File: config.mk
export PLATFORM = sky130hd
export DESIGN_NAME = ascii_hex_frame_parser_flat
export DESIGN_NICKNAME = d
export VERILOG_FILES = /design/src/design/ahfp_pkg.sv /design/src/design/ahfp_if.sv /design/src/design/ahfp_out_stage.sv /design/src/design/ascii_hex_frame_parser.sv /design/src/flat_wrapper.sv
export SDC_FILE = /design/constraint.sdc
export NUM_CORES = 1
export LEC_CHECK = 0
export BUFFER_PORTS_ARGS = -buffer_cell sky130_fd_sc_hd__buf_4
export CAP_MARGIN = 20
export CELL_PAD_IN_SITES_DETAIL_PLACEMENT = 1
export CELL_PAD_IN_SITES_GLOBAL_PLACEMENT = 2
export CORE_UTILIZATION = 45
export DETAILED_ROUTE_END_ITERATION = 16
export PLACE_DENSITY_LB_ADDON = 0.1
export SYNTH_ARGS = -nofsm -noshare
export SYNTH_HDL_FRONTEND = slang
export SYNTH_SLANG_ARGS = --single-unit
export TNS_END_PERCENT = 5
File: constraint.sdc
create_clock -name clk_i -period 6.25 [get_ports clk_i]
set_clock_uncertainty 0.05 [all_clocks]
set_input_delay 0.3125 -clock clk_i [delete_from_list [all_inputs] [get_ports clk_i]]
set_output_delay 0.3125 -clock clk_i [all_outputs]
set_load 0.01 [all_outputs]
File: src/design/ahfp_pkg.sv
package ahfp_pkg;

  // character codes
  localparam logic [7:0] CH_COLON = 8'h3A;
  localparam logic [7:0] CH_CR    = 8'h0D;
  localparam logic [7:0] CH_LF    = 8'h0A;
  localparam logic [7:0] CH_ABORT = 8'h58;  // 'X'

  localparam logic        KIND_BYTE = 1'b0;
  localparam logic        KIND_TICK = 1'b1;
  localparam logic [15:0] TCNT_MAX  = 16'hFFFF;
  localparam int          FRAME_LEN_W = 7;

  typedef enum logic [2:0] {
    FS_IDLE     = 3'd0,
    FS_READING  = 3'd1,
    FS_COMPLETE = 3'd2,
    FS_FMT_ERR  = 3'd3,
    FS_CK_ERR   = 3'd4
  } frame_e;

  typedef enum logic [1:0] {
    CTL_IDLE,
    CTL_RMW,
    CTL_RESULT,
    CTL_RUN
  } ctl_e;

  typedef enum logic [1:0] {
    ACT_SINGLE,
    ACT_RMW,
    ACT_RUN
  } act_e;

  typedef enum logic {
    OP_MERGE,
    OP_LRC
  } op_e;

  typedef struct packed {
    logic       is_hex;
    logic [3:0] nib;
    logic       is_colon;
    logic       is_eol;
    logic       is_abort;
  } char_t;

  typedef struct packed {
    frame_e                 status;
    logic [7:0]             payload_byte;
    logic                   byte_valid;
    logic                   last;
    logic [7:0]             expected_lrc;
    logic [FRAME_LEN_W-1:0] frame_length;
  } result_t;

  function automatic char_t classify(logic [7:0] c);
    char_t r;
    r.is_hex   = 1'b0;
    r.nib      = 4'd0;
    if (c >= 8'h30 && c <= 8'h39) begin
      r.is_hex = 1'b1;
      r.nib    = c[3:0];
    end else if (c >= 8'h41 && c <= 8'h46) begin
      r.is_hex = 1'b1;
      r.nib    = c[3:0] + 4'd9;
    end
    r.is_colon = (c == CH_COLON);
    r.is_eol   = (c == CH_CR) || (c == CH_LF);
    r.is_abort = (c == CH_ABORT);
    return r;
  endfunction

  function automatic result_t single_res(frame_e st, logic [7:0] lrc);
    result_t r;
    r.status       = st;
    r.payload_byte = 8'd0;
    r.byte_valid   = 1'b0;
    r.last         = 1'b1;
    r.expected_lrc = lrc;
    r.frame_length = '0;
    return r;
  endfunction

endpackage

File: src/design/ahfp_if.sv
interface ahfp_in_if;
  logic       valid;
  logic       ready;
  logic       kind;
  logic [7:0] rx_byte;
  modport source (output valid, output kind, output rx_byte, input ready);
  modport sink (input valid, input kind, input rx_byte, output ready);
endinterface

interface ahfp_out_if;
  logic       valid;
  logic       ready;
  logic [2:0] status;
  logic [7:0] payload_byte;
  logic       byte_valid;
  logic       last;
  logic [7:0] expected_lrc;
  logic [6:0] frame_length;
  modport source (output valid, output status, output payload_byte, output byte_valid,
                  output last, output expected_lrc, output frame_length, input ready);
  modport sink (input valid, input status, input payload_byte, input byte_valid,
                input last, input expected_lrc, input frame_length, output ready);
endinterface

interface ahfp_cfg_if;
  logic        valid;
  logic        ready;
  logic [15:0] timeout_ticks;
  modport source (output valid, output timeout_ticks, input ready);
  modport sink (input valid, input timeout_ticks, output ready);
endinterface

File: src/design/ahfp_out_stage.sv
module ahfp_out_stage (
  input  logic             clk_i,
  input  logic             rst_ni,
  input  logic             load_i,
  input  ahfp_pkg::result_t res_i,
  output logic             free_o,
  ahfp_out_if.source       out_o
);
  import ahfp_pkg::*;

  logic    valid_q;
  result_t data_q;

  assign free_o = !valid_q || out_o.ready;

  always_ff @(posedge clk_i or negedge rst_ni) begin
    if (!rst_ni) begin
      valid_q <= 1'b0;
    end else if (load_i) begin
      valid_q <= 1'b1;
    end else if (out_o.ready) begin
      valid_q <= 1'b0;
    end
  end

  always_ff @(posedge clk_i) begin
    if (load_i) begin
      data_q <= res_i;
    end
  end

  assign out_o.valid        = valid_q;
  assign out_o.status       = data_q.status;
  assign out_o.payload_byte = data_q.payload_byte;
  assign out_o.byte_valid   = data_q.byte_valid;
  assign out_o.last         = data_q.last;
  assign out_o.expected_lrc = data_q.expected_lrc;
  assign out_o.frame_length = data_q.frame_length;

endmodule

File: src/design/ascii_hex_frame_parser.sv
// ascii_hex_frame_parser: receives one serial character or one timer tick per input
// item and recognizes ':'-led frames of uppercase hex digit pairs closed by CR/LF
// (LRC checked) or 'X' (no check).
// channels: in_i (kind, rx_byte), out_o (one result item per step, or a run of
// payload bytes on completion), cfg_i (timeout_ticks write, always ready).
// result path: a tick or a plain character is staged in the result register, then
// loaded into the output register; the second digit of a pair and a checksum error
// first pass the read-modify-write state, since the byte store is read (registered
// read port) and, for a digit, merged and written back.
// a completed frame streams out at one byte per cycle while the receiver takes the
// bytes, paced by the single read port of the byte store.
// input: an item is taken only while the control is idle, so after the previous
// result is loaded, and while that result may still wait in the output register.
// reset: parser idle, counters and sum zero, timeout disabled; the byte store is
// not cleared and is only read at entries written in the current frame.
// when the receiver stalls, the output register holds and the control holds its
// staged result (or its run position) until space frees up.
module ascii_hex_frame_parser #(
  parameter int BUFFER_DEPTH = 64
) (
  input  logic        clk_i,
  input  logic        rst_ni,
  ahfp_in_if.sink     in_i,
  ahfp_cfg_if.sink    cfg_i,
  ahfp_out_if.source  out_o
);
  import ahfp_pkg::*;

  localparam int AW = $clog2(BUFFER_DEPTH);
  localparam int CW = $clog2(BUFFER_DEPTH + 1);
  localparam int DW = CW + 1;

  ctl_e            ctl_q, ctl_d;
  frame_e          frame_q, frame_d;
  logic [DW-1:0]   digit_q, digit_d;
  logic [7:0]      sum_q, sum_d;
  logic [CW-1:0]   stored_q, stored_d;
  logic [15:0]     tcnt_q, tcnt_d;
  logic            trun_q, trun_d;
  logic [15:0]     tticks_q;
  op_e             op_q, op_d;
  logic [3:0]      nib_q, nib_d;
  logic [CW-1:0]   run_n_q, run_n_d;
  logic [AW-1:0]   run_k_q, run_k_d;
  result_t         res_q, res_d;

  logic [7:0]      mem [BUFFER_DEPTH];
  logic [7:0]      rdata_q;
  logic            mem_we, mem_re;
  logic [AW-1:0]   mem_waddr, mem_raddr;
  logic [7:0]      mem_wdata;

  logic            accept;
  char_t           ch;
  frame_e          fs;
  logic [15:0]     tcnt_inc;
  logic [CW-1:0]   stored_m1;
  logic [AW-1:0]   last_addr;
  logic            full;
  logic            digit_even;
  logic            run_last;
  logic [7:0]      merged;
  act_e            act;
  logic            out_load, out_free;
  result_t         out_res;

  assign in_i.ready  = (ctl_q == CTL_IDLE);
  assign accept      = in_i.valid && in_i.ready;
  assign cfg_i.ready = 1'b1;

  assign ch         = classify(in_i.rx_byte);
  assign fs         = (frame_q == FS_COMPLETE || frame_q == FS_FMT_ERR ||
                       frame_q == FS_CK_ERR) ? FS_IDLE : frame_q;
  assign tcnt_inc   = (tcnt_q == TCNT_MAX) ? tcnt_q : tcnt_q + 16'd1;
  assign stored_m1  = stored_q - CW'(1);
  assign last_addr  = stored_m1[AW-1:0];
  assign full       = stored_q >= CW'(BUFFER_DEPTH);
  assign digit_even = !digit_q[0];
  assign run_last   = (CW'(run_k_q) + CW'(1)) == run_n_q;
  assign merged     = rdata_q | {4'd0, nib_q};

  // datapath and memory access
  always_comb begin
    frame_d   = frame_q;
    digit_d   = digit_q;
    sum_d     = sum_q;
    stored_d  = stored_q;
    tcnt_d    = tcnt_q;
    trun_d    = trun_q;
    op_d      = op_q;
    nib_d     = nib_q;
    run_n_d   = run_n_q;
    run_k_d   = run_k_q;
    res_d     = res_q;
    mem_we    = 1'b0;
    mem_waddr = '0;
    mem_wdata = 8'd0;
    mem_re    = 1'b0;
    mem_raddr = '0;
    act       = ACT_SINGLE;
    out_load  = 1'b0;
    out_res   = res_q;

    unique case (ctl_q)
      CTL_IDLE: begin
        if (accept) begin
          frame_d = fs;
          if (in_i.kind == KIND_TICK) begin
            if (trun_q) begin
              tcnt_d = tcnt_inc;
              if (tticks_q != 16'd0 && tcnt_inc >= tticks_q) begin
                frame_d = FS_IDLE;
                trun_d  = 1'b0;
              end
            end
          end else if (fs == FS_IDLE) begin
            if (ch.is_colon) begin
              frame_d  = FS_READING;
              digit_d  = '0;
              sum_d    = 8'd0;
              stored_d = '0;
              tcnt_d   = 16'd0;
              trun_d   = 1'b1;
            end
          end else if (ch.is_hex) begin
            if (digit_even) begin
              if (full) begin
                frame_d = FS_FMT_ERR;
              end else begin
                mem_we    = 1'b1;
                mem_waddr = stored_q[AW-1:0];
                mem_wdata = {ch.nib, 4'd0};
                stored_d  = stored_q + CW'(1);
                digit_d   = digit_q + DW'(1);
              end
            end else begin
              // low nibble: read back the open byte and merge next cycle
              mem_re    = 1'b1;
              mem_raddr = last_addr;
              nib_d     = ch.nib;
              op_d      = OP_MERGE;
              act       = ACT_RMW;
            end
          end else if (ch.is_eol) begin
            if (digit_q >= DW'(4) && digit_even) begin
              if (sum_q != 8'd0) begin
                frame_d   = FS_CK_ERR;
                mem_re    = 1'b1;
                mem_raddr = last_addr;
                op_d      = OP_LRC;
                act       = ACT_RMW;
              end else begin
                // lrc byte dropped from the run
                frame_d   = FS_COMPLETE;
                stored_d  = stored_m1;
                run_n_d   = stored_m1;
                run_k_d   = '0;
                mem_re    = 1'b1;
                mem_raddr = '0;
                act       = ACT_RUN;
              end
            end else begin
              frame_d = FS_FMT_ERR;
            end
          end else if (ch.is_abort) begin
            if (digit_q >= DW'(2) && digit_even) begin
              frame_d   = FS_COMPLETE;
              run_n_d   = stored_q;
              run_k_d   = '0;
              mem_re    = 1'b1;
              mem_raddr = '0;
              act       = ACT_RUN;
            end
          end else begin
            frame_d = FS_IDLE;
          end
          if (act == ACT_SINGLE) begin
            res_d = single_res(frame_d, 8'd0);
          end
        end
      end
      CTL_RMW: begin
        if (op_q == OP_MERGE) begin
          mem_we    = 1'b1;
          mem_waddr = last_addr;
          mem_wdata = merged;
          sum_d     = sum_q + merged;
          digit_d   = digit_q + DW'(1);
          res_d     = single_res(frame_q, 8'd0);
        end else begin
          // lrc that zeroes the sum of the data bytes
          res_d = single_res(frame_q, rdata_q - sum_q);
        end
      end
      CTL_RESULT: begin
        out_load = out_free;
      end
      CTL_RUN: begin
        out_res.status       = FS_COMPLETE;
        out_res.payload_byte = rdata_q;
        out_res.byte_valid   = 1'b1;
        out_res.last         = run_last;
        out_res.expected_lrc = 8'd0;
        out_res.frame_length = FRAME_LEN_W'(run_n_q);
        if (out_free) begin
          out_load = 1'b1;
          if (!run_last) begin
            mem_re    = 1'b1;
            mem_raddr = run_k_q + AW'(1);
            run_k_d   = run_k_q + AW'(1);
          end
        end
      end
      default: begin
      end
    endcase
  end

  // control next state
  always_comb begin
    ctl_d = ctl_q;
    unique case (ctl_q)
      CTL_IDLE: begin
        if (accept) begin
          unique case (act)
            ACT_RMW: ctl_d = CTL_RMW;
            ACT_RUN: ctl_d = CTL_RUN;
            default: ctl_d = CTL_RESULT;
          endcase
        end
      end
      CTL_RMW: ctl_d = CTL_RESULT;
      CTL_RESULT: begin
        if (out_free) begin
          ctl_d = CTL_IDLE;
        end
      end
      CTL_RUN: begin
        if (out_free && run_last) begin
          ctl_d = CTL_IDLE;
        end
      end
      default: ctl_d = CTL_IDLE;
    endcase
  end

  always_ff @(posedge clk_i or negedge rst_ni) begin
    if (!rst_ni) begin
      ctl_q    <= CTL_IDLE;
      frame_q  <= FS_IDLE;
      digit_q  <= '0;
      sum_q    <= 8'd0;
      stored_q <= '0;
      tcnt_q   <= 16'd0;
      trun_q   <= 1'b0;
      tticks_q <= 16'd0;
      run_n_q  <= '0;
      run_k_q  <= '0;
    end else begin
      ctl_q    <= ctl_d;
      frame_q  <= frame_d;
      digit_q  <= digit_d;
      sum_q    <= sum_d;
      stored_q <= stored_d;
      tcnt_q   <= tcnt_d;
      trun_q   <= trun_d;
      run_n_q  <= run_n_d;
      run_k_q  <= run_k_d;
      if (cfg_i.valid) begin
        tticks_q <= cfg_i.timeout_ticks;
      end
    end
  end

  always_ff @(posedge clk_i) begin
    op_q  <= op_d;
    nib_q <= nib_d;
    res_q <= res_d;
  end

  // byte store, one write and one registered read per cycle
  always_ff @(posedge clk_i) begin
    if (mem_we) begin
      mem[mem_waddr] <= mem_wdata;
    end
    if (mem_re) begin
      rdata_q <= mem[mem_raddr];
    end
  end

  ahfp_out_stage u_out_stage (
    .clk_i  (clk_i),
    .rst_ni (rst_ni),
    .load_i (out_load),
    .res_i  (out_res),
    .free_o (out_free),
    .out_o  (out_o)
  );

  a_stored_bound: assert property (@(posedge clk_i) disable iff (!rst_ni)
    stored_q <= CW'(BUFFER_DEPTH))
    else $error("stored byte count beyond buffer depth");

  a_odd_has_byte: assert property (@(posedge clk_i) disable iff (!rst_ni)
    digit_q[0] |-> stored_q != '0)
    else $error("open nibble without a stored byte");

  a_run_in_range: assert property (@(posedge clk_i) disable iff (!rst_ni)
    ctl_q == CTL_RUN |-> CW'(run_k_q) < run_n_q)
    else $error("run position past frame length");

  a_tick_single: assert property (@(posedge clk_i) disable iff (!rst_ni)
    accept && in_i.kind == KIND_TICK |=> ctl_q == CTL_RESULT)
    else $error("tick item did not stage a single result");

endmodule
File: src/flat_wrapper.sv
// flat-port wrapper written by rule: the top's interface ports become plain ports
module ascii_hex_frame_parser_flat import ahfp_pkg::*;
#(
  parameter int BUFFER_DEPTH = 64
)
  (clk_i, rst_ni, in_i_valid, in_i_kind, in_i_rx_byte, in_i_ready, cfg_i_valid, cfg_i_timeout_ticks, cfg_i_ready, out_o_valid, out_o_status, out_o_payload_byte, out_o_byte_valid, out_o_last, out_o_expected_lrc, out_o_frame_length, out_o_ready);
  ahfp_in_if in_i_i ();
  ahfp_cfg_if cfg_i_i ();
  ahfp_out_if out_o_i ();
  input  logic clk_i;
  input  logic rst_ni;
  input wire logic [$bits(in_i_i.valid)-1:0] in_i_valid;
  input wire logic [$bits(in_i_i.kind)-1:0] in_i_kind;
  input wire logic [$bits(in_i_i.rx_byte)-1:0] in_i_rx_byte;
  output wire logic [$bits(in_i_i.ready)-1:0] in_i_ready;
  input wire logic [$bits(cfg_i_i.valid)-1:0] cfg_i_valid;
  input wire logic [$bits(cfg_i_i.timeout_ticks)-1:0] cfg_i_timeout_ticks;
  output wire logic [$bits(cfg_i_i.ready)-1:0] cfg_i_ready;
  output wire logic [$bits(out_o_i.valid)-1:0] out_o_valid;
  output wire logic [$bits(out_o_i.status)-1:0] out_o_status;
  output wire logic [$bits(out_o_i.payload_byte)-1:0] out_o_payload_byte;
  output wire logic [$bits(out_o_i.byte_valid)-1:0] out_o_byte_valid;
  output wire logic [$bits(out_o_i.last)-1:0] out_o_last;
  output wire logic [$bits(out_o_i.expected_lrc)-1:0] out_o_expected_lrc;
  output wire logic [$bits(out_o_i.frame_length)-1:0] out_o_frame_length;
  input wire logic [$bits(out_o_i.ready)-1:0] out_o_ready;
  assign in_i_i.valid = in_i_valid;
  assign in_i_i.kind = in_i_kind;
  assign in_i_i.rx_byte = in_i_rx_byte;
  assign in_i_ready = in_i_i.ready;
  assign cfg_i_i.valid = cfg_i_valid;
  assign cfg_i_i.timeout_ticks = cfg_i_timeout_ticks;
  assign cfg_i_ready = cfg_i_i.ready;
  assign out_o_valid = out_o_i.valid;
  assign out_o_status = out_o_i.status;
  assign out_o_payload_byte = out_o_i.payload_byte;
  assign out_o_byte_valid = out_o_i.byte_valid;
  assign out_o_last = out_o_i.last;
  assign out_o_expected_lrc = out_o_i.expected_lrc;
  assign out_o_frame_length = out_o_i.frame_length;
  assign out_o_i.ready = out_o_ready;
  ascii_hex_frame_parser #(.BUFFER_DEPTH(BUFFER_DEPTH)) u_core (.clk_i(clk_i), .rst_ni(rst_ni), .in_i(in_i_i), .cfg_i(cfg_i_i), .out_o(out_o_i));
endmodule
==> reports/metrics.cfg <==
[run_status]
status=finished, final reports clean

[routing]
dr.pass1.iters=5
drc=0
num_vias=19000
drtAntennaViolNets=0
drtIter0Drc=1553
via_per_inst=5.93
totalWireLength_um=85400
wl_per_cell_um=26.7

[floorplan]
fp.dieH_um=253
rows=91
initial_core_util=0.458
dieArea_um2=64200
fp.dieW_um=253
core_area_um2=62100
io_pins=61

[grt]
grt_pass1_wl_um=128000
antenna_found_initial=0
grt_pass1_vias=19500
grt-ovfl-total=0
grt_max_degree=97
track_usage=0.271

[synthesis]
yosys.area.top_type_share=0.595
synth_top_area_cell=edfxtp_1
yosysUniqueCellTypes=80
yosysSeqAreaShare=0.661
syn_nets=2320
synth.top_cells.by_area=edfxtp_1 (60%), dfrtp_1 (6.6%), mux2i_1 (4.5%), o21ai_0 (3.3%), nand2_1 (2.8%)
async_flop_share=0.117
yosys_warnings=0
synthTopCellsByCount=edfxtp_1 (564), nand2_1 (212), nor2_1 (210), o21ai_0 (187), mux2i_1 (128)
synthFlopType=edfxtp_1
syn_avg_cell_area_um2=12.7
synth.cell_area_um2=28400
ys_ff_latch=639
yosysMostFrequentCell=edfxtp_1
synth_edf_count=564
netlist_instances=2242

[finish]
antenna_cells=0
multiInputGateArea_um2=8940
fillers=6215
finalNetCount=2389
register_area_um2=18800
layout-drive-gt1-share=0.124
synthToLayoutAreaGrowth_pct=14.1
fin_util=0.523

[clock_network]
post_cts_buffers=0
clock_latency_ns=0.63
clock-sinks=639
clk_pin_slew_ns=0.06
cts_tree=done
root_buffer=clkbuf_16
htree_num_levels=3
max-clock-path-buffers=3
cts_buffers=70

[timing]
max_slew_margin=0.205
rsz0062_at_grt=no
post-route-period-util=0.845
finalSetupTns_ns=0
period_needed_ns=5.28
slew_violations=0
fmax_mhz=189
setup_viol=0
worstMarginPinSlew_ns=1.19
hold_viol_final=0

[pwr]
power.switching_uw=2370
combPwrFrac=0.083
p_leak_uw=0.0120
p_int_uw=7420
swShare=0.242
worst_ir_drop_vdd_v=0.000259
clockPowerShare=0.429
power-per-cell-area_nw_per_um2=302
finalPower_uw=9790
p_seq_frac=0.487

[job]
maxCapViolCount=0

[setup_path]
critical_path.max_stage_delay_ns=0.83
worst_path_max_delay_cell=a22o_4
r2r_start=u_core.ctl_q[0]
arrival_ns=5.61
worstSetupPathType=flip-flop to flip-flop
cp-end-kind=flip-flop
crit_start=u_core.ctl_q[0]
start_kind=flip-flop
crit_required_ns=6.58
crit_chain=inv_1 -> ha_1 -> nand2_1 -> nor2_1 -> nand2_1 -> nor3_1 -> a22o_4 -> nor2b_4 -> buf_4 -> a32oi_1 -> a41oi_1 -> a32oi_1 -> mux2_2
crit_fanout=68

[placement]
gp_congestion=0.834
hpwl_um=56400
portBuffers=59

[hold_path]
min_path_type=input pin to flip-flop
hp-start=in_i_rx_byte[0]

[power by group through the flow]
stage | clock [uW] | sequential (uW) | combinational, uW
after floorplan | 0 | 4870 | 474
after global placement | 0 | 4860 | 792
after detailed placement | 0 | 4860 | 812
after CTS | 4260 | 4770 | 825
after global routing | 4390 | 4780 | 891
final | 4200 | 4770 | 814
[sequential cells by signal, indices dropped and copies added (netlist names), 8 cells and up]
| register | flops |
|---|---|
| u_core.mem | 512 |
| u_core.sum_q | 8 |
| u_core.u_out_stage.out_o.expected_lrc | 8 |
| u_core.tticks_q | 16 |
| u_core.rdata_q | 8 |
| u_core.tcnt_q | 16 |
| u_core.u_out_stage.out_o.payload_byte | 8 |
| u_core.res_q | 11 |
| u_core.digit_q | 8 |
[through the flow]
step                      instances  setup slack, ns  area [um^2]  hold slack, ns
after floorplan                2242            0.963        28400         -0.0331
after global placement         3052             1.03        29800           0.133
after detailed placement       3054            0.872        29900           0.138
after CTS                      3199            0.968        32400         0.00932
after global routing           3202            0.611        32400          0.0238
final                          3202            0.969        32400          0.0359
[timing repair]
action | CTS | global route
resized for setup | 0 | 0
hold buffers | 19 | 0
hold endpoints to repair | 34 | 0
[cells by family after synthesis]
kind of cell             count (synthesis)  share of synthesized area
flip-flops                             639                      0.661
multiplexers                           139                     0.0494
buffers and inverters                  183                     0.0287
adder cells (fa/ha/maj)                 48                     0.0216
other                                    1                   0.000132
XOR/XNOR                                48                     0.0148
AND/OR/NAND/NOR                        752                      0.124
AO/OA/AOI/OAI                          432                      0.100
[worst paths after layout]
kind,cells after the start,slack (ns),end
max,13,0.97,u_core.rdata_q[2]
min,2,0.04,u_core.nib_q[0]
max reg2reg,13,0.97,u_core.rdata_q[2]
min reg2reg,1,0.45,u_core.digit_q[7]
max in group asynchronous,3,4.96,u_core.digit_q[5]
min in group asynchronous,2,0.05,u_core.tticks_q[8]
[cell type report]
cell class / instances / area share
inverters: 49 / 0.00567
repair buffers: 131 / 0.0355
clock inverters: 43 / 0.0155
multi-input cells: 1420 / 0.275
clock buffers: 83 / 0.0558
well taps: 837 / 0.0323
flip-flops and latches: 639 / 0.580
[layout by cell type (no fill, tap or decap), drive strengths merged, types with 35 or more instances in the layout]
master,n
buf,112
o21ai,195
dfrtp,75
nor2,211
clkbuf,83
ha,46
nand3,41
inv,52
nand4,49
mux2i,128
a32oi,50
or2,35
nand2,212
edfxtp,564
nor3,117
[routing by layer]
metal / up-vias / part of all wire / GRT usage / wire (um)
met1: 9758 / 0.43 / 0.366 / 37100
met4: 0 / 0.038 / 0.101 / 3250
li1: 8540 / - / - / -
met2: 527 / 0.48 / 0.444 / 41100
met3: 164 / 0.046 / 0.0392 / 3950
met5: - / 0 / 0 / 0
[critical path, delay by kind of cell (launching register included)]
| kind | cells | cell delay, ns |
|---|---|---|
| muxes | 1 | 0.29 |
| AOI/OAI and AO/OA | 4 | 1.55 |
| buffers and inverters | 2 | 0.66 |
| adders and majority gates | 1 | 0.41 |
| and+or+nand+nor | 5 | 1.55 |
| DFF | 1 | 0.41 |
Power figures use the tool's default switching activity.
